`config.mk`:
```
export PLATFORM = sky130hd
export DESIGN_NAME = button_change_key_events_core_flat
export DESIGN_NICKNAME = d
export VERILOG_FILES = /design/src/rtl/bcke_pkg.sv /design/src/rtl/bcke_if.sv /design/src/rtl/bcke_scan.sv /design/src/rtl/button_change_key_events_core.sv /design/src/flat_wrapper.sv
export SDC_FILE = /design/constraint.sdc
export NUM_CORES = 1
export LEC_CHECK = 0
export ABC_AREA = 1
export BUFFER_PORTS_ARGS = -buffer_cell sky130_fd_sc_hd__buf_2
export CORE_MARGIN = 1
export CORE_UTILIZATION = 30
export CTS_BUF_LIST = sky130_fd_sc_hd__clkbuf_8
export CTS_CLUSTER_DIAMETER = 120
export CTS_CLUSTER_SIZE = 10
export DETAILED_ROUTE_END_ITERATION = 6
export SKIP_LAST_GASP = 1
export SLEW_MARGIN = 10
export SYNTH_ARGS = -nofsm -noshare
export SYNTH_HDL_FRONTEND = slang
export SYNTH_HIERARCHICAL = 1
export SYNTH_SLANG_ARGS = --single-unit
```
`constraint.sdc`:
```
create_clock -name clock -period 6.1 [get_ports clock]
set_clock_uncertainty 0.2 [all_clocks]
set_input_delay 1.22 -clock clock [delete_from_list [all_inputs] [get_ports clock]]
set_output_delay 1.22 -clock clock [all_outputs]
set_load 0.02 [all_outputs]
```
`src/rtl/bcke_pkg.sv`:
```
// ----------------------------------------------------------------------------
// bcke_pkg
// Shared constants for the button change key event block.
// ----------------------------------------------------------------------------
`default_nettype none

package bcke_pkg;

   localparam int BUTTON_W          = 26;
   localparam int KEY_ID_W          = 5;
   localparam int FUNCTION_KEYS_DEF = 12;
   localparam int WEAPON_KEYS_DEF   = 7;
   localparam int FKEY_FIRST_BIT    = 13;
   localparam int TAB_BIT           = 25;
   localparam int PLAIN_SLOTS       = 11;
   localparam int ID_WEAPON_BASE    = 11;

   typedef logic [BUTTON_W-1:0] buttons_type;
   typedef logic [KEY_ID_W-1:0] key_id_type;

endpackage

`default_nettype wire

```
`src/rtl/bcke_if.sv`:
```
// ----------------------------------------------------------------------------
// bcke_if
// Handshake channels: button snapshots in, key events out.
// ----------------------------------------------------------------------------
`default_nettype none

interface bcke_req_if;
   logic                  valid;
   logic                  ready;
   bcke_pkg::buttons_type buttons;

   modport source (output valid, output buttons, input ready);
   modport sink (input valid, input buttons, output ready);
endinterface

interface bcke_rsp_if;
   logic                 valid;
   logic                 ready;
   bcke_pkg::key_id_type key_id;
   logic                 key_down;
   logic                 last_event;

   modport source (output valid, output key_id, output key_down, output last_event,
                   input ready);
   modport sink (input valid, input key_id, input key_down, input last_event,
                 output ready);
endinterface

`default_nettype wire

```
`src/rtl/bcke_scan.sv`:
```
// ----------------------------------------------------------------------------
// bcke_scan
// Serial slot scan to the event register, one slot per cycle unless stalled.
// ----------------------------------------------------------------------------
`default_nettype none

module bcke_scan #(
   parameter int SLOTS = bcke_pkg::PLAIN_SLOTS + bcke_pkg::FUNCTION_KEYS_DEF +
                         bcke_pkg::WEAPON_KEYS_DEF
) (
   input  wire logic                 clock,
   input  wire logic                 reset,
   input  wire logic                 load,
   input  wire logic [SLOTS-1:0]     load_chg,
   input  wire logic [SLOTS-1:0]     load_lvl,
   input  wire bcke_pkg::key_id_type slot_id [SLOTS],
   output      logic                 idle,
   bcke_rsp_if.source                rsp
);
   import bcke_pkg::*;

   localparam int SW = $clog2(SLOTS);

   logic [SLOTS-1:0] chg_ff, chg_in;
   logic [SLOTS-1:0] lvl_ff, lvl_in;
   logic [SW-1:0]    slot_ff, slot_in;
   logic             valid_ff, valid_in;
   key_id_type       key_id_ff, key_id_in;
   logic             down_ff, down_in;
   logic             last_ff, last_in;
   logic             out_free;
   logic             advance;
   logic             out_load;
   logic [SLOTS-1:0] rest;

   assign idle     = (chg_ff == '0);
   assign out_free = !valid_ff || rsp.ready;
   assign advance  = !idle && (!chg_ff[0] || out_free);
   assign out_load = advance && chg_ff[0];
   assign rest     = chg_ff >> 1;

   always_comb begin
      chg_in    = chg_ff;
      lvl_in    = lvl_ff;
      slot_in   = slot_ff;
      valid_in  = valid_ff;
      key_id_in = key_id_ff;
      down_in   = down_ff;
      last_in   = last_ff;
      if (load) begin
         chg_in  = load_chg;
         lvl_in  = load_lvl;
         slot_in = '0;
      end else if (advance) begin
         chg_in  = rest;
         lvl_in  = lvl_ff >> 1;
         slot_in = slot_ff + SW'(1);
      end
      if (out_load) begin
         valid_in  = 1'b1;
         key_id_in = slot_id[slot_ff];
         down_in   = lvl_ff[0];
         last_in   = (rest == '0);
      end else if (rsp.ready) begin
         valid_in = 1'b0;
      end
   end

   always_ff @(posedge clock) begin
      if (reset) begin
         chg_ff   <= '0;
         slot_ff  <= '0;
         valid_ff <= 1'b0;
      end else begin
         chg_ff   <= chg_in;
         slot_ff  <= slot_in;
         valid_ff <= valid_in;
      end
      lvl_ff    <= lvl_in;
      key_id_ff <= key_id_in;
      down_ff   <= down_in;
      last_ff   <= last_in;
   end

   assign rsp.valid      = valid_ff;
   assign rsp.key_id     = key_id_ff;
   assign rsp.key_down   = down_ff;
   assign rsp.last_event = last_ff;

   // a new snapshot never lands on a scan in progress
   a_load_idle: assert property (@(posedge clock) disable iff (reset)
      load |-> idle)
      else $error("snapshot loaded while scan busy");

   // an event that is not the last leaves more changes to scan
   a_more_pending: assert property (@(posedge clock) disable iff (reset)
      (valid_ff && !last_ff) |-> !idle)
      else $error("non-final event with nothing left to scan");

   // the final event empties the scan
   a_last_empties: assert property (@(posedge clock) disable iff (reset)
      (out_load && last_in) |=> idle)
      else $error("scan not empty after final event");

   // the slot counter stays inside the slot list while scanning
   a_slot_range: assert property (@(posedge clock) disable iff (reset)
      !idle |-> (int'(slot_ff) < SLOTS))
      else $error("slot counter out of range");

endmodule

`default_nettype wire

```
`src/rtl/button_change_key_events_core.sv`:
```
// ----------------------------------------------------------------------------
// button_change_key_events_core
// Compares each button snapshot with the previous one and emits key events.
// ----------------------------------------------------------------------------
// the first event is registered once the key slot scan reaches the first changed slot
// a snapshot is worked through by that scan, which inspects one slot per cycle while
// the output does not stall; it ends after the last change
// output stalls hold the scan on the pending event
// reset clears the previous snapshot to all released and empties the scan
`default_nettype none

module button_change_key_events_core #(
   parameter int FUNCTION_KEYS = bcke_pkg::FUNCTION_KEYS_DEF,
   parameter int WEAPON_KEYS   = bcke_pkg::WEAPON_KEYS_DEF
) (
   input wire logic  clock,
   input wire logic  reset,
   bcke_req_if.sink  req_bus,
   bcke_rsp_if.source rsp_bus
);
   import bcke_pkg::*;

   localparam int NW    = (WEAPON_KEYS < FUNCTION_KEYS) ? WEAPON_KEYS : FUNCTION_KEYS;
   localparam int SLOTS = PLAIN_SLOTS + FUNCTION_KEYS + NW;

   buttons_type      prev_ff, prev_in;
   buttons_type      now_b;
   logic             accept;
   logic             idle;
   logic [SLOTS-1:0] lvl_now, lvl_old;
   key_id_type       slot_id [SLOTS];

   assign now_b  = req_bus.buttons;
   assign accept = req_bus.valid && req_bus.ready;
   assign req_bus.ready = idle;
   assign prev_in = accept ? now_b : prev_ff;

   always_ff @(posedge clock) begin
      if (reset) begin
         prev_ff <= '0;
      end else begin
         prev_ff <= prev_in;
      end
   end

   // plain keys
   assign lvl_now[0]  = now_b[0];
   assign lvl_old[0]  = prev_ff[0];
   assign lvl_now[1]  = now_b[1] | now_b[4];
   assign lvl_old[1]  = prev_ff[1] | prev_ff[4];
   assign lvl_now[2]  = now_b[5];
   assign lvl_old[2]  = prev_ff[5];
   assign lvl_now[10] = now_b[TAB_BIT];
   assign lvl_old[10] = prev_ff[TAB_BIT];

   for (genvar k = 0; k < PLAIN_SLOTS; k++) begin : g_plain_id
      assign slot_id[k] = KEY_ID_W'(k);
   end

   for (genvar k = 3; k < 10; k++) begin : g_plain
      assign lvl_now[k] = now_b[k+3];
      assign lvl_old[k] = prev_ff[k+3];
   end

   // function keys, weapon slot ahead of menu slot
   for (genvar i = 0; i < FUNCTION_KEYS; i++) begin : g_fkey
      if (i < NW) begin : g_pair
         localparam int WS = PLAIN_SLOTS + 2 * i;
         assign lvl_now[WS]   = now_b[FKEY_FIRST_BIT+i] & now_b[0];
         assign lvl_old[WS]   = prev_ff[FKEY_FIRST_BIT+i] & prev_ff[0];
         assign slot_id[WS]   = KEY_ID_W'(ID_WEAPON_BASE + i);
         assign lvl_now[WS+1] = now_b[FKEY_FIRST_BIT+i] & ~now_b[0];
         assign lvl_old[WS+1] = prev_ff[FKEY_FIRST_BIT+i] & ~prev_ff[0];
         assign slot_id[WS+1] = KEY_ID_W'(ID_WEAPON_BASE + WEAPON_KEYS + i);
      end else begin : g_menu
         localparam int MS = PLAIN_SLOTS + NW + i;
         assign lvl_now[MS] = now_b[FKEY_FIRST_BIT+i] & ~now_b[0];
         assign lvl_old[MS] = prev_ff[FKEY_FIRST_BIT+i] & ~prev_ff[0];
         assign slot_id[MS] = KEY_ID_W'(ID_WEAPON_BASE + WEAPON_KEYS + i);
      end
   end

   bcke_scan #(
      .SLOTS (SLOTS)
   ) u_scan (
      .clock    (clock),
      .reset    (reset),
      .load     (accept),
      .load_chg (lvl_now ^ lvl_old),
      .load_lvl (lvl_now),
      .slot_id  (slot_id),
      .idle     (idle),
      .rsp      (rsp_bus)
   );

endmodule

`default_nettype wire
```
`src/flat_wrapper.sv`:
```
// flat-port wrapper written by rule: the top's interface ports become plain ports
module button_change_key_events_core_flat import bcke_pkg::*;
#(
   parameter int FUNCTION_KEYS = bcke_pkg::FUNCTION_KEYS_DEF,
   parameter int WEAPON_KEYS   = bcke_pkg::WEAPON_KEYS_DEF
)
  (clock, reset, req_bus_valid, req_bus_buttons, req_bus_ready, rsp_bus_valid, rsp_bus_key_id, rsp_bus_key_down, rsp_bus_last_event, rsp_bus_ready);
  bcke_req_if req_bus_i ();
  bcke_rsp_if rsp_bus_i ();
  input wire logic clock;
  input wire logic reset;
  input wire logic [$bits(req_bus_i.valid)-1:0] req_bus_valid;
  input wire logic [$bits(req_bus_i.buttons)-1:0] req_bus_buttons;
  output wire logic [$bits(req_bus_i.ready)-1:0] req_bus_ready;
  output wire logic [$bits(rsp_bus_i.valid)-1:0] rsp_bus_valid;
  output wire logic [$bits(rsp_bus_i.key_id)-1:0] rsp_bus_key_id;
  output wire logic [$bits(rsp_bus_i.key_down)-1:0] rsp_bus_key_down;
  output wire logic [$bits(rsp_bus_i.last_event)-1:0] rsp_bus_last_event;
  input wire logic [$bits(rsp_bus_i.ready)-1:0] rsp_bus_ready;
  assign req_bus_i.valid = req_bus_valid;
  assign req_bus_i.buttons = req_bus_buttons;
  assign req_bus_ready = req_bus_i.ready;
  assign rsp_bus_valid = rsp_bus_i.valid;
  assign rsp_bus_key_id = rsp_bus_i.key_id;
  assign rsp_bus_key_down = rsp_bus_i.key_down;
  assign rsp_bus_last_event = rsp_bus_i.last_event;
  assign rsp_bus_i.ready = rsp_bus_ready;
  button_change_key_events_core #(.FUNCTION_KEYS(FUNCTION_KEYS), .WEAPON_KEYS(WEAPON_KEYS)) u_core (.clock(clock), .reset(reset), .req_bus(req_bus_i), .rsp_bus(rsp_bus_i));
endmodule
```
## Word-level counts from Yosys, hierarchy flattened

Memories as Yosys holds them, arrays and structs flattened. A register that Yosys moved wholly into a read port is not among the register bits.
Index checks and enable logic that the tools add are counted.

| cells by class | value |
|---|---|
| add/subtract/negate cells | 1 |
| muxes and demuxes | 6 |
| bitwise gates (word level) | 44 |
| reductions and logical operators | 13 |

Operators with widths:

| kind | count |
|---|---|
| 30-bit 2-to-1 mux | 4 |
| 30-bit logical NOT | 2 |
| 1-bit bitwise AND | 38 |
| 30-bit XOR | 1 |
| 5-bit NOT with 6-bit output | 1 |
| 5-bit by 1-bit adder with 5-bit output (second input constant) | 1 |
| 2-bit nonzero test | 2 |
| 1-bit logical AND | 3 |
| 1-bit logical NOT | 3 |
| 1-bit logical OR | 2 |
| 1-bit 2-to-1 mux | 2 |
| 1-bit NOT | 2 |
| 1-bit OR | 2 |
| 2-bit OR reduction | 1 |

| storage, ports and cells | value |
|---|---|
| register bits | 94 |
| memory bits (read-only) | 160 |
| input bits | 30 |
| word-level logic and storage cells | 72 |
| memories | 1 |

Memories:

| memory | words | width | read ports | clocked after Yosys merged registers in | wr ports | RTL line | source |
|---|---|---|---|---|---|---|---|
| (no name shown) | 32 | 5 | 1 | 1 | 0 | bcke_scan.sv:61 | `key_id_in = slot_id[slot_ff];` |

## Longest topological paths before layout

| logic depth | value |
|---|---|
| depth in word-level cells | 6 |
| gate-level depth with buffers | 15 |
| gate-level depth less buffers | 12 |

## Cells and area by module

Netlist, hierarchy kept.

By module, submodules not included:

| module | instances | cells an instance | area an instance (um2) |
|---|---|---|---|
| bcke_scan | 1 | 727 | 4,758.3 |
| button_change_key_events_core | 1 | 293 | 1,695.4 |

## Worst setup path before layout

No wires, ideal clock.

| path | value |
|---|---|
| kind | in2reg |
| start point | in req_bus_valid |
| end point | reg u_core.u_scan.lvl_ff[0] (enable) |
| library setup time | 0.406 ns |
| arrival time | 2.842 ns |
| data required time | 5.494 ns |
| setup slack | 2.653 ns |
| stages | 7 |
| path buffers | 3 |
| cells stage by stage | nand2_1 buf_4 buf_6 inv_1 inv_2 nand2_1 clkbuf_1 |

| between the ends | value |
|---|---|
| longest elaborated chain between the ends | 2 |

RTL lines:

| what | RTL line | source |
|---|---|---|
| from (decl) | flat_wrapper.sv:12 | `input wire logic [$bits(req_bus_i.valid)-1:0] req_bus_valid;` |
| 1-bit logical AND | button_change_key_events_core.sv:34 | `assign accept = req_bus.valid && req_bus.ready;` |
| net u_core.accept | button_change_key_events_core.sv:28 | `logic accept;` |
| 2-bit nonzero test (no source line) | n/a |  |
| to (signal assigned) | bcke_scan.sv:79 | `lvl_ff <= lvl_in;` |
| to (decl) | bcke_scan.sv:25 | `logic [SLOTS-1:0] lvl_ff, lvl_in;` |

The timed path passes the listed nets, and every way through them passes these cells.
A chain may end at the register's enable or synchronous reset.

## Final worst setup path

| path | value |
|---|---|
| start point | reg u_core.u_scan.chg_ff[23] |
| end point | out req_bus_ready |

| between the ends | value |
|---|---|
| longest elaborated chain between the ends | 1 |

RTL lines:

| what | RTL line | source |
|---|---|---|
| from (decl) | bcke_scan.sv:24 | `logic [SLOTS-1:0] chg_ff, chg_in;` |
| from (signal assigned) | bcke_scan.sv:75 | `chg_ff <= chg_in;` |
| 30-bit logical NOT | bcke_scan.sv:36 | `assign idle = (chg_ff == '0);` |
| to (decl) | flat_wrapper.sv:14 | `output wire logic [$bits(req_bus_i.ready)-1:0] req_bus_ready;` |

Every way passes these cells.

==> flow_metrics.tcl <==
set metrics [dict create \
    p_leak_nw 3.70 \
    portBuffers 36 \
    comb_power_share 0.603 \
    cts_htree_levels 3 \
    vias_per_cell 4.26 \
    drc_errors 0 \
    syn-instance-count 1020 \
    worstPathMaxFanout 3 \
    start_util 0.306 \
    critPathCaptureType "output port" \
    worstSetupPathType "flip-flop to output port" \
    cts_sinks 97 \
    die_h_um 149 \
    insertion_delay_ps 390 \
    slew_headroom 0.379 \
    root_buffer "clkbuf_8" \
    grt_pass1_vias 5440 \
    max_freq_ghz 0.328 \
    rows 53 \
    power_switching_mw 2.29 \
    rsz0062_at_grt "no" \
    hold_viol_final 0 \
    critPathTopFamily "simple AND/OR/NAND/NOR gates" \
    avgSynthCellArea_um2 6.33 \
    layout_common_cells "nand2_1 (364), nor2_1 (172), conb_1 (150)" \
    cts_tree "done" \
    slew_viol_final 0 \
    powerDensity_nw_per_um2 579 \
    start_kind "flip-flop" \
    switching_share 0.532 \
    postCtsResizedCells 0 \
    post-route-util 0.353 \
    fin_total_pwr_mw 4.31 \
    yosysUniqueCellTypes 34 \
    path_cells "nor2_1 -> nand2_1 -> nor2_1 -> nand4_1 -> inv_1 -> buf_2" \
    numCtsBuffers 9 \
    worst-path-buf-inv 2 \
    yosysSeqAreaShare 0.358 \
    reg2reg_depth 7 \
    postCtsSetupBuffers 0 \
    ir_drop_mv 2.07 \
    overflow 0 \
    n_antenna_cell 0 \
    min_path_cells 0 \
    timing.final.crit_share 0.499 \
    dpl_cell_area_um2 7220 \
    synth_seq_cells 97 \
    final_common_cell "nand2_1" \
    hpwlAfterDp_mm 9.26 \
    wl_per_cell_um 10.5 \
    clockBufferDepth 2 \
    status "finished, final reports clean" \
    pre_cts_slack_ps 2690 \
    antenna_found_initial 0 \
    crit_slowest_cell "dfxtp_1" \
    drive_above_1_share 0.0833 \
    hold_buffers 0 \
    die_w_um 149 \
    vias 6131 \
    crit_cells 6 \
    dieArea_um2 22100 \
    fin_nets 1190 \
    post-route-worst-setup-slack_ps 3050 \
    yosys_warnings 6 \
    grt_pass1_wl_mm 26.3 \
    grt_max_degree 82 \
    power_frac_seq 0.288 \
    drv_cap 0 \
    place.gp.congestion 0.729 \
    dr.pass1.iters 5 \
    cp_data_required_time_ps 4680 \
    p_int_mw 2.02 \
    max_stage_delay_ps 340 \
    track_usage 0.147 \
    fin_crit_ps 3050 \
    setup_tns_ps 0 \
    io_pins 39 \
    antenna_left 0 \
    core_um2 21100 \
    arrival_ps 1630 \
    drtIter0Drc 335 \
    path_clk_slew_ps 100 \
    routed_wl_mm 15.1 \
    setup_viol 0 \
    worst_pin_slew_ps 928 \
    hold_class "flip-flop to flip-flop" \
    pwr-share-clk 0.109 \
    cpMostUsedCell "nor2_1" \
    area_delta_synth_final_pct 15.2 \
    synth_area_um2 6450 \
    final_area_um2 7440 \
]
-- path summary, 6_finish.rpt --
check	start	to	slack, ps
max reg2reg	u_core/u_scan/slot_ff[1]$_SDFFE_PP0P_	u_core/u_scan/rsp.key_id[4]$_DFFE_PP_	3500
max	u_core/u_scan/chg_ff[23]$_SDFFE_PP0P_	req_bus_ready	3050
min	u_core/u_scan/lvl_ff[0]$_DFFE_PP_	u_core/u_scan/rsp.key_down$_DFFE_PP_	230
min reg2reg	u_core/u_scan/lvl_ff[0]$_DFFE_PP_	u_core/u_scan/rsp.key_down$_DFFE_PP_	230
-- stage by stage --
step                      hold WS, ps  cells
after floorplan                   200   1168
after global placement            203   1423
after detailed placement          207   1423
after CTS                         230   1439
after global routing              231   1439
final                             228   1439
-- flip-flops by register name, summed over array words and instances (netlist names) --
register                      flops
u_core/u_scan/chg_ff             30
u_core/u_scan/lvl_ff             30
u_core/prev_ff                   24
u_core/u_scan/rsp.key_id          5
u_core/u_scan/slot_ff             5
u_core/u_scan/rsp.key_down        1
u_core/u_scan/rsp.last_event      1
u_core/u_scan/rsp.valid           1
-- synthesized netlist by cell type, drive strengths merged --
library cell  instances  share of area
nand2               383           0.23
nor2                173           0.10
nand3                68          0.053
inv                  67          0.040
o21ai                67          0.053
dfxtp                60           0.19
a21oi                39          0.030
buf                  38          0.043
edfxtp               37           0.17
clkbuf               26          0.015
o211ai               20          0.023
xor2                 13          0.018
o22ai                10         0.0097
o31a                  5         0.0068
mux2i                 4         0.0062
conb                  2         0.0012
nand3b                2         0.0023
nand4                 2         0.0019
clkinv                1        0.00058
ha                    1         0.0019
nor4                  1        0.00097
or2                   1        0.00097
-- power by group through the flow --
stage	Sequential, mW	Combinational [mW]	Clock, mW
2_1_floorplan	1.21	2.31	0
3_3_place_gp	1.25	2.62	0
3_5_place_dp	1.26	2.63	0
4_1_cts	1.24	2.64	0.491
5_1_grt	1.27	3.02	0.517
6_report	1.24	2.60	0.470
-- worst register-to-register path: stages (launching register included) --
cell and delay [ps]:
dfxtp_1 940, buf_4 430, nor2_1 250, a21oi_1 200, o31a_1 150, nand3_1 110
nand2_1 80, inv_1 30
-- layout make-up --
cell class | instances | area, um^2
fillers | 2314 | 13700
multi-input cells | 939 | 4060
flip-flops and latches | 97 | 2310
well taps | 275 | 344
inverters | 68 | 263
repair buffers | 44 | 240
clock buffers | 9 | 124
clock inverters | 7 | 95.1
-- cell families after synthesis --
family	synth area share
simple gates	0.393
xor+xnor	0.0176
flops	0.358
other cells	0.00116
fa+ha+maj	0.00194
buf+inv	0.0995
mux	0.00620
compound gates	0.123
-- per-layer routing --
metal  wire length, um  up-vias  track usage
li1                  -     3372            -
met1              7520     2669        0.198
met2              6950       83        0.244
met3               568        7       0.0261
met4               103        0       0.0309
met5                 0        -            0
Note: power is estimated with default switching activity, not from simulation.
